--- src/ipas_pkg.sv ---
// Package for the indirect parameter access sequencer.
// Holds the beat structs, request/result codes and register indexes; no dependencies.
`timescale 1ns / 1ps

package ipas_pkg;

  localparam int unsigned CfgIdxW = 3;

  localparam logic [CfgIdxW-1:0] CFG_ADDR_REG      = 3'd0;
  localparam logic [CfgIdxW-1:0] CFG_DATA_LOW_REG  = 3'd1;
  localparam logic [CfgIdxW-1:0] CFG_DATA_HIGH_REG = 3'd2;
  localparam logic [CfgIdxW-1:0] CFG_ACTION_REG    = 3'd3;
  localparam logic [CfgIdxW-1:0] CFG_READ_CODE     = 3'd4;
  localparam logic [CfgIdxW-1:0] CFG_WRITE_CODE    = 3'd5;
  localparam logic [CfgIdxW-1:0] CFG_WAIT_TICKS    = 3'd6;

  localparam logic [3:0] REQ_START_RD    = 4'd0;
  localparam logic [3:0] REQ_START_WR    = 4'd1;
  localparam logic [3:0] REQ_LINK_OPEN   = 4'd2;
  localparam logic [3:0] REQ_WRITE_ACK   = 4'd3;
  localparam logic [3:0] REQ_READ_DATA   = 4'd4;
  localparam logic [3:0] REQ_ERR_LINK    = 4'd5;
  localparam logic [3:0] REQ_ERR_WR_PROT = 4'd6;
  localparam logic [3:0] REQ_ERR_WR_TRAN = 4'd7;
  localparam logic [3:0] REQ_ERR_RD_PROT = 4'd8;
  localparam logic [3:0] REQ_ERR_RD_TRAN = 4'd9;
  localparam logic [3:0] REQ_TICK        = 4'd10;

  localparam logic [1:0] KIND_OPEN  = 2'd0;
  localparam logic [1:0] KIND_WRITE = 2'd1;
  localparam logic [1:0] KIND_READ  = 2'd2;
  localparam logic [1:0] KIND_DONE  = 2'd3;

  localparam logic [2:0] CAUSE_NONE    = 3'd0;
  localparam logic [2:0] CAUSE_LINK    = 3'd1;
  localparam logic [2:0] CAUSE_WR_PROT = 3'd2;
  localparam logic [2:0] CAUSE_WR_TRAN = 3'd3;
  localparam logic [2:0] CAUSE_RD_PROT = 3'd4;
  localparam logic [2:0] CAUSE_RD_TRAN = 3'd5;

  localparam logic [1:0] QTY_ONE = 2'd1;
  localparam logic [1:0] QTY_TWO = 2'd2;

  typedef struct packed {
    logic [3:0]  req_type;
    logic [7:0]  slave_id;
    logic [15:0] param_addr;
    logic [15:0] word_low;
    logic [15:0] word_high;
    logic        is_32bit;
    logic [1:0]  read_count;
    logic [15:0] read_word0;
    logic [15:0] read_word1;
  } in_item_t;

  typedef struct packed {
    logic [1:0]  kind;
    logic [7:0]  target_id;
    logic [15:0] reg_addr;
    logic [15:0] reg_value;
    logic [1:0]  read_qty;
    logic        op_is_write;
    logic        success;
    logic [2:0]  error_cause;
    logic [15:0] result_low;
    logic [15:0] result_high;
  } out_item_t;

endpackage

--- src/indirect_param_access_sequencer.sv ---
// Top level of the indirect parameter access sequencer.
// Depends on ipas_pkg for beat structs and codes.
`timescale 1ns / 1ps

// Takes one input beat every cycle unless in_stall is high; each beat updates
// the sequencer state in a single pass and its result (if any) is registered
// for the out_ channel. Results sit in an output register backed by one skid
// entry, so in_stall rises only once two results are waiting downstream.
// Configuration registers are written through cfg_we/cfg_index/cfg_wdata and
// must only be changed while no operation is in flight.
module indirect_param_access_sequencer (
  input  logic                             clk,
  input  logic                             rst_n,
  input  logic                             in_valid,
  output logic                             in_stall,
  input  ipas_pkg::in_item_t               in_data,
  output logic                             out_valid,
  input  logic                             out_stall,
  output ipas_pkg::out_item_t              out_data,
  input  logic                             cfg_we,
  input  logic [ipas_pkg::CfgIdxW-1:0]     cfg_index,
  input  logic [15:0]                      cfg_wdata
);

  typedef enum logic [2:0] {
    PH_IDLE, PH_ADDR, PH_DATA1, PH_DATA2, PH_ACTION, PH_WAITING, PH_READ
  } phase_t;

  phase_t phase_r, phase_nxt;
  logic        write_op_r, write_op_nxt;
  logic [7:0]  held_target_r, held_target_nxt;
  logic [15:0] held_param_r, held_param_nxt;
  logic [15:0] held_low_r, held_low_nxt;
  logic [15:0] held_high_r, held_high_nxt;
  logic        held_wide_r, held_wide_nxt;
  logic        timer_running_r, timer_running_nxt;
  logic [15:0] timer_left_r, timer_left_nxt;

  logic [15:0] addr_reg_r, data_low_reg_r, data_high_reg_r, action_reg_r;
  logic [15:0] read_code_r, write_code_r, wait_ticks_r;

  logic                out_valid_r, out_valid_nxt;
  logic                skid_valid_r, skid_valid_nxt;
  ipas_pkg::out_item_t out_data_r, out_data_nxt;
  ipas_pkg::out_item_t skid_data_r, skid_data_nxt;

  logic                in_fire, out_fire, do_step, res_valid;
  ipas_pkg::out_item_t res;

  assign in_stall  = skid_valid_r;
  assign in_fire   = in_valid & ~skid_valid_r;
  assign out_fire  = out_valid_r & ~out_stall;
  assign out_valid = out_valid_r;
  assign out_data  = out_data_r;

  // config registers
  always_ff @(posedge clk) begin
    if (!rst_n) begin
      addr_reg_r      <= 16'd100;
      data_low_reg_r  <= 16'd101;
      data_high_reg_r <= 16'd102;
      action_reg_r    <= 16'd103;
      read_code_r     <= 16'd1;
      write_code_r    <= 16'd3;
      wait_ticks_r    <= 16'd200;
    end else if (cfg_we) begin
      case (cfg_index)
        ipas_pkg::CFG_ADDR_REG:      addr_reg_r      <= cfg_wdata;
        ipas_pkg::CFG_DATA_LOW_REG:  data_low_reg_r  <= cfg_wdata;
        ipas_pkg::CFG_DATA_HIGH_REG: data_high_reg_r <= cfg_wdata;
        ipas_pkg::CFG_ACTION_REG:    action_reg_r    <= cfg_wdata;
        ipas_pkg::CFG_READ_CODE:     read_code_r     <= cfg_wdata;
        ipas_pkg::CFG_WRITE_CODE:    write_code_r    <= cfg_wdata;
        ipas_pkg::CFG_WAIT_TICKS:    wait_ticks_r    <= cfg_wdata;
        default: ;
      endcase
    end
  end

  // sequencer next state and result
  always_comb begin
    phase_nxt         = phase_r;
    write_op_nxt      = write_op_r;
    held_target_nxt   = held_target_r;
    held_param_nxt    = held_param_r;
    held_low_nxt      = held_low_r;
    held_high_nxt     = held_high_r;
    held_wide_nxt     = held_wide_r;
    timer_running_nxt = timer_running_r;
    timer_left_nxt    = timer_left_r;
    res               = '0;
    res_valid         = 1'b0;
    do_step           = 1'b0;

    if (in_fire) begin
      case (in_data.req_type)
        ipas_pkg::REQ_START_RD, ipas_pkg::REQ_START_WR: begin
          if (phase_r == PH_IDLE) begin
            write_op_nxt    = (in_data.req_type == ipas_pkg::REQ_START_WR);
            held_target_nxt = in_data.slave_id;
            held_param_nxt  = in_data.param_addr;
            held_low_nxt    = write_op_nxt ? in_data.word_low : 16'd0;
            held_high_nxt   = write_op_nxt ? in_data.word_high : 16'd0;
            held_wide_nxt   = in_data.is_32bit;
            phase_nxt       = PH_ADDR;
            res_valid       = 1'b1;
            res.kind        = ipas_pkg::KIND_OPEN;
            res.target_id   = in_data.slave_id;
          end
        end
        ipas_pkg::REQ_LINK_OPEN: do_step = (phase_r == PH_ADDR);
        ipas_pkg::REQ_WRITE_ACK: do_step = 1'b1;
        ipas_pkg::REQ_READ_DATA: begin
          if (phase_r == PH_READ) begin
            res_valid         = 1'b1;
            res.kind          = ipas_pkg::KIND_DONE;
            res.target_id     = held_target_r;
            res.success       = 1'b1;
            res.error_cause   = ipas_pkg::CAUSE_NONE;
            res.result_low    = (in_data.read_count != 2'd0) ? in_data.read_word0 : 16'd0;
            res.result_high   = in_data.read_count[1] ? in_data.read_word1 : 16'd0;
            phase_nxt         = PH_IDLE;
            timer_running_nxt = 1'b0;
            timer_left_nxt    = 16'd0;
          end
        end
        ipas_pkg::REQ_ERR_LINK, ipas_pkg::REQ_ERR_WR_PROT, ipas_pkg::REQ_ERR_WR_TRAN,
        ipas_pkg::REQ_ERR_RD_PROT, ipas_pkg::REQ_ERR_RD_TRAN: begin
          if (phase_r != PH_IDLE) begin
            res_valid         = 1'b1;
            res.kind          = ipas_pkg::KIND_DONE;
            res.target_id     = held_target_r;
            res.error_cause   = 3'(in_data.req_type - ipas_pkg::REQ_READ_DATA);
            phase_nxt         = PH_IDLE;
            timer_running_nxt = 1'b0;
            timer_left_nxt    = 16'd0;
          end
        end
        ipas_pkg::REQ_TICK: begin
          if (timer_running_r) begin
            if (timer_left_r > 16'd1) begin
              timer_left_nxt = timer_left_r - 16'd1;
            end else begin
              timer_running_nxt = 1'b0;
              timer_left_nxt    = 16'd0;
              phase_nxt         = PH_READ;
              res_valid         = 1'b1;
              res.kind          = ipas_pkg::KIND_READ;
              res.target_id     = held_target_r;
              res.reg_addr      = data_low_reg_r;
              res.read_qty      = held_wide_r ? ipas_pkg::QTY_TWO : ipas_pkg::QTY_ONE;
            end
          end
        end
        default: ;
      endcase
    end

    if (do_step) begin
      res.target_id = held_target_r;
      res.kind      = ipas_pkg::KIND_WRITE;
      case (phase_r)
        PH_ADDR: begin
          res_valid     = 1'b1;
          res.reg_addr  = addr_reg_r;
          res.reg_value = held_param_r;
          phase_nxt     = write_op_r ? PH_DATA1 : PH_ACTION;
        end
        PH_DATA1: begin
          res_valid     = 1'b1;
          res.reg_addr  = data_low_reg_r;
          res.reg_value = held_low_r;
          phase_nxt     = held_wide_r ? PH_DATA2 : PH_ACTION;
        end
        PH_DATA2: begin
          res_valid     = 1'b1;
          res.reg_addr  = data_high_reg_r;
          res.reg_value = held_high_r;
          phase_nxt     = PH_ACTION;
        end
        PH_ACTION: begin
          res_valid     = 1'b1;
          res.reg_addr  = action_reg_r;
          res.reg_value = write_op_r ? write_code_r : read_code_r;
          phase_nxt     = PH_WAITING;
        end
        PH_WAITING: begin
          timer_running_nxt = 1'b1;
          timer_left_nxt    = (wait_ticks_r != 16'd0) ? wait_ticks_r : 16'd1;
        end
        default: ;
      endcase
    end

    res.op_is_write = write_op_nxt;
  end

  // output register plus one skid entry
  always_comb begin
    out_valid_nxt  = out_valid_r;
    out_data_nxt   = out_data_r;
    skid_valid_nxt = skid_valid_r;
    skid_data_nxt  = skid_data_r;
    if (skid_valid_r) begin
      if (out_fire) begin
        out_data_nxt   = skid_data_r;
        skid_valid_nxt = 1'b0;
      end
    end else if (!out_valid_r || out_fire) begin
      out_valid_nxt = res_valid;
      out_data_nxt  = res;
    end else if (res_valid) begin
      skid_valid_nxt = 1'b1;
      skid_data_nxt  = res;
    end
  end

  always_ff @(posedge clk) begin
    if (!rst_n) begin
      phase_r         <= PH_IDLE;
      write_op_r      <= 1'b0;
      held_target_r   <= 8'd0;
      held_param_r    <= 16'd0;
      held_low_r      <= 16'd0;
      held_high_r     <= 16'd0;
      held_wide_r     <= 1'b0;
      timer_running_r <= 1'b0;
      timer_left_r    <= 16'd0;
      out_valid_r     <= 1'b0;
      skid_valid_r    <= 1'b0;
    end else begin
      phase_r         <= phase_nxt;
      write_op_r      <= write_op_nxt;
      held_target_r   <= held_target_nxt;
      held_param_r    <= held_param_nxt;
      held_low_r      <= held_low_nxt;
      held_high_r     <= held_high_nxt;
      held_wide_r     <= held_wide_nxt;
      timer_running_r <= timer_running_nxt;
      timer_left_r    <= timer_left_nxt;
      out_valid_r     <= out_valid_nxt;
      skid_valid_r    <= skid_valid_nxt;
    end
    out_data_r    <= out_data_nxt;
    skid_data_r   <= skid_data_nxt;
  end

  a_skid_needs_out: assert property (@(posedge clk) disable iff (!rst_n)
    skid_valid_r |-> out_valid_r)
    else $error("skid entry held with output register empty");

  a_timer_phase: assert property (@(posedge clk) disable iff (!rst_n)
    timer_running_r |-> (phase_r == PH_WAITING && timer_left_r != 16'd0))
    else $error("timer running outside wait phase or at zero");

  a_fail_no_data: assert property (@(posedge clk) disable iff (!rst_n)
    (out_valid_r && out_data_r.kind == ipas_pkg::KIND_DONE && !out_data_r.success)
      |-> (out_data_r.result_low == 16'd0 && out_data_r.result_high == 16'd0
           && out_data_r.error_cause != ipas_pkg::CAUSE_NONE))
    else $error("failed done beat carries data or no cause");

  a_done_to_idle: assert property (@(posedge clk) disable iff (!rst_n)
    (in_fire && res_valid && res.kind == ipas_pkg::KIND_DONE) |=> (phase_r == PH_IDLE))
    else $error("done beat did not return sequencer to idle");

endmodule

--- config.mk ---
export PLATFORM = sky130hd
export DESIGN_NAME = indirect_param_access_sequencer
export DESIGN_NICKNAME = d
export VERILOG_FILES = /design/src/ipas_pkg.sv /design/src/indirect_param_access_sequencer.sv
export SDC_FILE = /design/constraint.sdc
export NUM_CORES = 1
export LEC_CHECK = 0
export BUFFER_PORTS_ARGS = -buffer_cell sky130_fd_sc_hd__buf_2
export CAP_MARGIN = 20
export CELL_PAD_IN_SITES_DETAIL_PLACEMENT = 0
export CELL_PAD_IN_SITES_GLOBAL_PLACEMENT = 2
export CORE_MARGIN = 3
export CORE_UTILIZATION = 37
export DETAILED_ROUTE_END_ITERATION = 10
export GPL_TIMING_DRIVEN = 0
export PLACE_DENSITY = 0.92
export SLEW_MARGIN = 20
export SYNTH_ARGS = -nofsm -noshare
export SYNTH_HDL_FRONTEND = slang
export SYNTH_SLANG_ARGS = --single-unit
--- constraint.sdc ---
create_clock -name clk -period 6.38 [get_ports clk]
set_input_delay 0.319 -clock clk [delete_from_list [all_inputs] [get_ports clk]]
set_output_delay 0.319 -clock clk [all_outputs]
set_load 0.01 [all_outputs]
==> results of run 1 <==
-- logic make-up after synthesis --
kind of cell | after synthesis | synth area share
compound gates | 374 | 0.1614
fa+ha+maj | 2 | 0.001696
flops | 354 | 0.5904
simple gates | 583 | 0.1798
buf+inv | 97 | 0.02731
mux | 53 | 0.03928
-- routing by layer --
| metal | track usage | wire [um] |
|---|---|---|
| met2 | 0.3306 | 20660 |
| met5 | 0 | 14 |
| met3 | 0.03275 | 2509 |
| met1 | 0.2821 | 19850 |
| met4 | 0.06200 | 1195 |
-- cell usage after synthesis (all sizes together), types with 16 or more instances --
| master | count | share of area |
|---|---|---|
| a22o | 16 | 0.015 |
| edfxtp | 162 | 0.33 |
| a21oi | 185 | 0.063 |
| o21ai | 46 | 0.016 |
| a21o | 57 | 0.029 |
| nor2 | 25 | 0.0064 |
| mux2 | 36 | 0.028 |
| nand2 | 371 | 0.095 |
| and3 | 22 | 0.0093 |
| clkbuf | 80 | 0.020 |
| mux2i | 17 | 0.012 |
| dfxtp | 192 | 0.26 |
| and2 | 21 | 0.0089 |
| nand3 | 72 | 0.026 |
| a22oi | 32 | 0.016 |
-- stage by stage --
step	cell area (um^2)	setup WS [ps]	instances
finish	17860	2907	2264
global route	17860	2612	2264
CTS	17860	2799	2264
detailed placement	16620	2825	2190
global placement	16400	-1901	2182
floorplan	14750	901.0	1463
-- final cells by class --
type | count | area share
repair buffers | 211 | 0.06851
inverters | 5 | 0.001051
flip-flops and latches | 354 | 0.4875
clock buffers | 54 | 0.06059
clock inverters | 18 | 0.007705
well taps | 518 | 0.03628
multi-input cells | 1012 | 0.3168
plain buffers | 92 | 0.02150
-- worst max-delay path: cells and delay by family (launching register included) --
kind                   cells  cell delay (ps)
AO/OA/AOI/OAI              2              330
buffers and inverters      4             1070
AND/OR/NAND/NOR            4             1400
flip-flops                 1              340
-- cell usage in the layout, fill, tap and decap left out, drive strengths merged, types with 21 or more instances in the layout --
cell	netlist	layout
nand2	371	371
buf	12	221
dfxtp	192	192
a21oi	185	185
edfxtp	162	162
clkbuf	80	134
nand3	72	72
a21o	57	57
o21ai	46	46
mux2	36	36
a22oi	32	32
nor2	25	25
and3	22	22
and2	21	21
-- where the power goes --
part	total, mW	internal [mW]	switching [mW]
clock network	2.15	1.21	0.939
logic	0.231	0.0778	0.153
registers	2.41	2.39	0.0173
total	4.79	3.68	1.11
-- worst paths after layout --
kind                          end      startpoint  slack, ps  cells past startpoint
setup / recovery  skid_data_r[60]      phase_r[2]       2910                     10
setup reg to reg  skid_data_r[60]      phase_r[2]       2910                     10
hold reg to reg    held_high_r[4]  held_high_r[4]        450                      2
hold / removal    held_param_r[7]     in_data[74]         30                      3
-- timing repair --
item / 4_1_cts / 5_1_grt
hold buffers: 2 / 0
gates resized for setup: 0 / 0
endpoints found under the hold margin: 2 / 0
buffers inserted: 0 / 0
endpoints found under the setup margin: 0 / 0
==> results.md, run 1 <==
* RSZ-0062 raised after global routing: no
* Slew @ Worst Pin at ~1000 ps
* Area grow syn2layout at 21.11%
* Worst-path clk slew at around 60 ps
* Core area at ~39000 um^2
* Die width at just over 200 um
* Setup TNS at 0 ps
* Clock Skew at ~13 ps
* I/O pin cnt at just over 200
* Clock Tree Root: clkbuf_16
* Crit Path Category: register to register
* Net count after synthesis at between 1500 and 2000
* CTS buffer count at 39
* Drc violations at 0
* DRT iter0 DRCs at around 890
* Pin count of the biggest net entering global routing at 26
* CP Capture Type: register
* Antenna viol nets, final at 0
* Grt ovf at 0
* Syn Inst Count at about 1500
* Antenna diode count at 0
* Critical path's largest stage delay at between 500 and 600 ps
* Min Hold Slack at about 28 ps
* Synth Register Bits at around 350
* Vias per inst at between 5 and 6
* Register area at a little under 9000 um^2
* TritonCTS clock tree: done
* H-tree Lvls at 2
* Max Cap Viol at 0
* Final Max Tran Viols at 0
* WP data arrival at 3710 ps
* Rel. slew slack at 0.3364
* Input/output buffers at 201
* RD Place Congestion at ~0.88
* Fillers at around 3800
* Initial Utilization at 0.3781
* EDFF count, synth at roughly 160
* Vias in the first global route at ~12000
* Critical path's slowest cell: nor3b_2
* Ys Warns at 0
* Drt pass-1 iters at 7
* Status: finished clean
* Final layout net count at approximately 1800
* Power Density at approximately 270 nW/um^2
* Sequential fraction of the synthesis area at 0.5904
* Cell Area, Synth at 14750 um^2
* Max FO, Critical Path at 24
* Asr flop ratio synth at 0
* Avg Inst Size Synth at a little over 10 um^2
* Fmax at roughly 290 MHz
* First-pass GRT wire length at between 60 and 70 mm
* Multi-input logic area at 5659 um^2
* Final hold violation count at 0
* Tot GR Track Use at 0.2042
* Placed wire-length estimate at 31.80 mm
* Critical Path Source Type: register
* Vias post-DR at between 10000 and 15000
* Worst hold path type: input port to register
* Final setup violation count at 0
* Chip height at ~210 um
* Tcrit/Tclk final at 0.5443
* Min cycle time layout at ~3500 ps
* Synth unique cells at 71
* Worst endpoint required time at 6620 ps
* Die area at between 40000 and 50000 um^2
* Final core occ at 0.4579
* Top FF cell, synth: dfxtp_1
* VDD IR-drop max at 0.0001422 V
* Leak pwr at a little over 7 nW
* Clock buffer depth at 3
* Share of layout cells above drive strength 1 at 0.1999
* Routed WL at 44.23 mm
* Worst path cell trace: buf_2 -> nor3b_2 -> o21ai_0 -> o21ai_0 -> nor2b_1 -> buf_2 -> nor3_1 -> nor2_4 -> buf_12 -> buf_12
* Power, Total at ~4.8 mW
* Skew-Pair Late Insertion Delay at about 550 ps
* Clk sinks at between 300 and 400
* Initial antenna violation count at 1
* # rows at 72
* Average routed wire per standard cell at just under 20 um
No activity file was read; power rests on OpenSTA's default activity.
==> inputs of run 2 (changes only) <==
--- a/config.mk
+++ b/config.mk
@@ -10,10 +10,10 @@
 export CELL_PAD_IN_SITES_DETAIL_PLACEMENT = 0
 export CELL_PAD_IN_SITES_GLOBAL_PLACEMENT = 2
 export CORE_MARGIN = 3
-export CORE_UTILIZATION = 37
+export CORE_UTILIZATION = 33
 export DETAILED_ROUTE_END_ITERATION = 10
 export GPL_TIMING_DRIVEN = 0
-export PLACE_DENSITY = 0.92
+export PLACE_DENSITY = 0.88
 export SLEW_MARGIN = 20
 export SYNTH_ARGS = -nofsm -noshare
 export SYNTH_HDL_FRONTEND = slang
==> constraint.sdc (replaced) <==
create_clock -name clk -period 2.85 [get_ports clk]
set_input_delay 0.1425 -clock clk [delete_from_list [all_inputs] [get_ports clk]]
set_output_delay 0.1425 -clock clk [all_outputs]
set_load 0.01 [all_outputs]
==> results.md, run 2 (synthesis results as in run 1) <==
* Status: finished clean
* Vias per inst at 5.042 (-4.2%)
* Clk sinks at 354 (unchanged)
* Rel. slew slack at 0.3378 (+0.001447)
* Pin count of the biggest net entering global routing at 27 (+3.8%)
* Max FO, Critical Path at 26 (+8.3%)
* RD Place Congestion at 0.8441 (-4.6%)
* Share of layout cells above drive strength 1 at 0.1975 (-0.002361)
* Critical Path Start: timer_left_r[10]
* Power, Total at 11.30 mW (+140%)
* Initial antenna violation count at 3 (+2)
* Most common cell after layout, fill and taps aside: nand2_1
* Core area at 43650 um^2 (+12%)
* Skew-Pair Late Insertion Delay at 580 ps (+30 ps)
* Antenna viol nets, final at 0 (unchanged)
* Final setup violation count at 0 (unchanged)
* Critical path's slowest cell: or4_4
* TritonCTS clock tree: done
* Worst path cell trace: or4_4 -> nor4_4 -> nand3_4 -> nand2_4 -> nor3_2 -> nor2_4 -> buf_4 -> buf_12
* Final hold violation count at 0 (unchanged)
* Drc violations at 0 (unchanged)
* VDD IR-drop max at 0.0003416 V (+140%)
* H-tree Lvls at 2 (unchanged)
* First-pass GRT wire length at 70.44 mm (+5.3%)
* Input/output buffers at 201 (unchanged)
* Most frequent cells in the layout: 369 x nand2_1, 208 x buf_2, 191 x dfxtp_1
* Worst hold path type: input port to register
* M1 WL at 20.91 mm (+5.3%)
* Drt pass-1 iters at 5 (-2)
* Crit Path Category: register to register
* Initial Utilization at 0.3379 (-0.04019)
* Routed WL at 46.61 mm (+5.4%)
* Setup TNS at 0 ps (unchanged)
* Critical path's largest stage delay at 540 ps (-50 ps)
* Clock Skew at 32.02 ps (+19.40 ps)
* Final layout net count at 1947 (+6.0%)
* Post-DP Area at 16690 um^2 (+0.41%)
* Worst-path clk slew at 60 ps (about the same)
* Placed wire-length estimate at 32.69 mm (+2.8%)
* Tot GR Track Use at 0.1923 (-0.01190)
* Die width at 217.4 um (+5.7%)
* Clock Tree Root: clkbuf_16
* Clock buffer depth at 3 (unchanged)
* DRT iter0 DRCs at 1068 (+20%)
* # rows at 76 (+5.6%)
* RSZ-0062 raised after global routing: no
* Tcrit/Tclk final at 0.9283 (+0.3840)
* Highest metal used: met5
* Area grow syn2layout at 30.12%
* Max Cap Viol at 0 (unchanged)
* Vias in the first global route at 12020 (+4.5%)
* Critical path buffer and inverter count at 2 (-2)
* CP Capture Type: register
* Power Density at 588.9 nW/um^2 (+120%)
* WL met2 at 22.12 mm (+7.1%)
* Final Max Tran Viols at 0 (unchanged)
* Fmax at 378.0 MHz (+31%)
* Leak pwr at 7.736 nW (+7.1%)
* Worst endpoint required time at 3120 ps (-3500 ps)
* Grt ovf at 0 (unchanged)
* Vias post-DR at 12330 (+3.5%)
* CTS buffer count at 40 (+2.6%)
* WL met3 at 2.394 mm (-4.6%)
* Critical Path Source Type: register
* Slew @ Worst Pin at 993.3 ps (-2.171 ps)
* Average routed wire per standard cell at 19.06 um (-2.4%)
* Top delay family on crit path: simple AND/OR/NAND/NOR gates
* Die area at 47270 um^2 (+12%)
* Min cycle time layout at 2646 ps (-826.9 ps)
* R2r startpoint: timer_left_r[10]
* I/O pin cnt at 202 (unchanged)
* WP data arrival at 2920 ps (-790 ps)
* Min Hold Slack at 36.92 ps (+8.816 ps)
* Chip height at 217.4 um (+5.7%)
* Critical hold path startpoint: rst_n
* Cell area after layout at 19190 um^2 (+7.4%)
[run 2: cell types whose count changed in the layout (fill, tap and decap cells not counted), moves of 3 or more]
cell | previous run | this run
dlygate4sd3_1 | 2 | 106
buf_4 | 1 | 6
buf_8 | 0 | 3
clkinv_1 | 1 | 4
bufinv_16 | 0 | 4
clkbuf_1 | 89 | 82
[run 2: metal layers]
metal | vias to the layer above | track usage
li1 | 5947 | -
met1 | 5965 | 0.2594
met2 | 346 | 0.3189
met3 | 67 | 0.03246
met4 | 2 | 0.05675
met5 | - | 0
[run 2: what timing repair did]
item | in CTS | in global routing
hold buffers | 106 | 0
setup buffers | 5 | 1
endpoints found under the setup margin | 81 | 103
endpoints found under the hold margin | 248 | 0
resized for setup | 3 | 8
pin swaps | 1 | 1
[run 2: final timing paths]
kind / to / depth (start not counted) / slack (ps)
hold / removal: timer_left_r[10] / 3 / 40
hold reg to reg: held_high_r[9] / 2 / 450
setup / recovery: skid_data_r[47] / 8 / 200
setup reg to reg: skid_data_r[47] / 8 / 200
[run 2: layout make-up]
class | count | area (um^2)
fillers | 4194 | 24460
flip-flops and latches | 354 | 8710
multi-input cells | 1012 | 5697
repair buffers | 321 | 2292
clock buffers | 48 | 1071
well taps | 585 | 732.0
plain buffers | 92 | 391.6
clock inverters | 26 | 274.0
inverters | 5 | 18.77
diodes | 2 | 5.005
[run 2: where the power goes]
group | internal [mW] | switching [mW] | total (mW)
Sequential | 5.35 | 0.0379 | 5.39
Clock | 3.08 | 2.20 | 5.27
Combinational | 0.267 | 0.368 | 0.634
[run 2: through the flow]
stage / util / setup WS [ps] / instances
2_1_floorplan: - / -304.7 / 1463
3_3_place_gp: 0.3785 / -1755 / 2249
3_5_place_dp: 0.3824 / -599.9 / 2257
4_1_cts: 0.4390 / 5.508 / 2442
5_1_grt: 0.4397 / 20.05 / 2445
6_report: 0.4397 / 204.2 / 2445
[run 2: worst reg2reg max path: cells and delay by family (launching register included)]
| kind | cells | cell delay [ps] |
|---|---|---|
| and+or+nand+nor | 6 | 1620 |
| DFF | 1 | 370 |
| buffers and inverters | 2 | 340 |
==> inputs of run 3 (changes only) <==
--- a/config.mk
+++ b/config.mk
@@ -5,7 +5,7 @@
 export SDC_FILE = /design/constraint.sdc
 export NUM_CORES = 1
 export LEC_CHECK = 0
-export BUFFER_PORTS_ARGS = -buffer_cell sky130_fd_sc_hd__buf_2
+export BUFFER_PORTS_ARGS = -buffer_cell sky130_fd_sc_hd__buf_4
 export CAP_MARGIN = 20
 export CELL_PAD_IN_SITES_DETAIL_PLACEMENT = 0
 export CELL_PAD_IN_SITES_GLOBAL_PLACEMENT = 2
@@ -14,6 +14,7 @@
 export DETAILED_ROUTE_END_ITERATION = 10
 export GPL_TIMING_DRIVEN = 0
 export PLACE_DENSITY = 0.88
+export SKIP_CTS_REPAIR_TIMING = 1
 export SLEW_MARGIN = 20
 export SYNTH_ARGS = -nofsm -noshare
 export SYNTH_HDL_FRONTEND = slang
==> results.md, run 3 (synthesis results as in run 1) <==
* Status: finished clean
* Vias post-DR at 12260 (-0.58%)
* Chip height at 217.4 um (unchanged)
* Net Sw Power at 2.593 mW (-0.33%)
* Slew @ Worst Pin at 932.8 ps (-60.48 ps)
* Vias per inst at 5.031 (-0.22%)
* Post-Place Cells at 2256 (-0.044%)
* TritonCTS clock tree: done
* # rows at 76 (unchanged)
* Die area at 47270 um^2 (unchanged)
* Min Hold Slack at 3.877 ps (-33.04 ps)
* Internal power at 8.676 mW (-0.27%)
* Initial Utilization at 0.3379 (unchanged)
* Final layout net count at 1943 (-0.21%)
* Die width at 217.4 um (unchanged)
* Final hold violation count at 0 (unchanged)
* RD Place Congestion at 0.8406 (-0.41%)
* Core area at 43650 um^2 (unchanged)
* Clock power share at 0.459 (-0.008)
* Final setup violation count at 0 (unchanged)
* Min cycle time layout at 2724 ps (+77.82 ps)
* Seq pwr share at 0.479 (+0.002)
* Sw frac at 0.2301 (about the same)
* Power Density at 574.3 nW/um^2 (-2.5%)
* First-pass GRT wire length at 68.51 mm (-2.7%)
* Share of layout cells above drive strength 1 at 0.1934 (-0.004115)
* Tot GR Track Use at 0.1871 (-0.005184)
* Comb power frac at 0.062 (+0.006)
* Final Max Tran Viols at 0 (unchanged)
* Critical Path Source Type: register
* Routed WL at 46.17 mm (-0.94%)
* Tcrit/Tclk final at 0.9556 (+0.02731)
* Vias in the first global route at 11470 (-4.6%)
* Leak pwr at 7.807 nW (+0.92%)
* Power, Total at 11.27 mW (-0.28%)
* Pin count of the biggest net entering global routing at 27 (unchanged)
* Max FO, Critical Path at 10 (-62%)
* Rel. slew slack at 0.3766 (+0.03875)
* Fin cells at 2436 (-0.37%)
* RSZ-0062 raised after global routing: no
* H-tree Lvls at 2 (unchanged)
* Clock buffer depth at 3 (unchanged)
* Clk sinks at 354 (unchanged)
* Most frequent cells in the layout: 369 x nand2_1, 206 x buf_4, 191 x dfxtp_1
* Register area at 8710 um^2 (unchanged)
* Clock Skew at 34.38 ps (+2.364 ps)
* Fillers at 4115 (-1.9%)
* CP Capture Type: register
* Most common cell after layout, fill and taps aside: nand2_1
* Placed wire-length estimate at 32.64 mm (-0.15%)
* Clock Tree Root: clkbuf_16
* Area grow syn2layout at 33.03%
* Antenna diode count at 0 (-2)
* CTS buffer count at 39 (-2.5%)
* WP data arrival at 3040 ps (+120 ps)
* Setup TNS at 0 ps (unchanged)
* Max Cap Viol at 0 (unchanged)
* Input/output buffers at 201 (unchanged)
* Drc violations at 0 (unchanged)
* Fmax at 367.2 MHz (-2.9%)
* I/O pin cnt at 202 (unchanged)
* Drt pass-1 iters at 5 (unchanged)
* Crit Path Category: register to register
* VDD IR-drop max at 0.0003427 V (+0.32%)
* Worst hold path type: input port to register
* Multi-input logic area at 5705 um^2 (+0.15%)
* R2r setup slk at 130 ps (-80 ps)
* Final core occ at 0.4495 (+0.009861)
* Worst endpoint required time at 3170 ps (+50 ps)
* Worst-path clk slew at 60 ps (about the same)
* Antenna viol nets, final at 0 (unchanged)
* Skew-Pair Late Insertion Delay at 590 ps (about the same)
* DRT iter0 DRCs at 909 (-15%)
* Grt ovf at 0 (unchanged)
* Initial antenna violation count at 0 (-3)
* Average routed wire per standard cell at 18.95 um (-0.57%)
run 3: cell types whose count changed in the layout (fill, tap and decap cells not counted), moves of 2 or more:
cell | before | now
buf_4 | 6 | 206
diode_2 | 2 | 0
clkbuf_1 | 82 | 85
buf_8 | 3 | 1
clkinv_2 | 9 | 11
buf_2 | 208 | 7
clkinv_4 | 3 | 0
clkinvlp_4 | 3 | 0
run 3: cell type report:
cell class | count | share of cell area
multi-input combinational | 1012 | 0.2908
inverter | 5 | 0.0009565
clock buffer | 48 | 0.05299
clock inverter | 22 | 0.01326
tap | 585 | 0.03730
sequential | 354 | 0.4439
timing repair buffer | 318 | 0.1409
buffer | 92 | 0.01990
run 3: through the flow:
| step | area (um^2) | setup WS, ps |
|---|---|---|
| 3_5_place_dp | 17190 | -769.2 |
| 6_report | 19620 | 126.4 |
| 4_1_cts | 18490 | -790.4 |
| 2_1_floorplan | 14780 | -304.7 |
| 5_1_grt | 19620 | 6.578 |
| 3_3_place_gp | 17020 | -1781 |
run 3: worst max-delay path, stage by stage (launching register included):
cell,delay (ps)
dfxtp_1,300
clkbuf_1,330
clkbuf_1,740
mux2i_1,270
o21ai_0,220
a22o_4,300
mux2_2,270
run 3: metal layers:
layer / global-route usage / vias up / part of all wire
met4: 0.06110 / 0 / 0.023
met1: 0.2570 / 5877 / 0.45
met2: 0.3061 / 368 / 0.48
met3: 0.02606 / 65 / 0.044
met5: 0 / - / 0
li1: - / 5945 / -
run 3: worst paths after layout:
check,from,end,cells after the start
hold / removal,in_data[33],skid_data_r[3],2
hold reg to reg,addr_reg_r[9],addr_reg_r[9],2
setup / recovery,phase_r[1],out_data[63],6
setup reg to reg,phase_r[1],out_data[63],6
run 3: power by group through the flow:
| stage | combinational (mW) | sequential [mW] | clock [mW] |
|---|---|---|---|
| after CTS | 0.581 | 5.39 | 5.28 |
| final | 0.698 | 5.39 | 5.18 |
| after global placement | 0.569 | 5.50 | 0 |
| after detailed placement | 0.578 | 5.50 | 0 |
| after global routing | 0.755 | 5.40 | 5.47 |
| after floorplan | 0.223 | 5.51 | 0 |
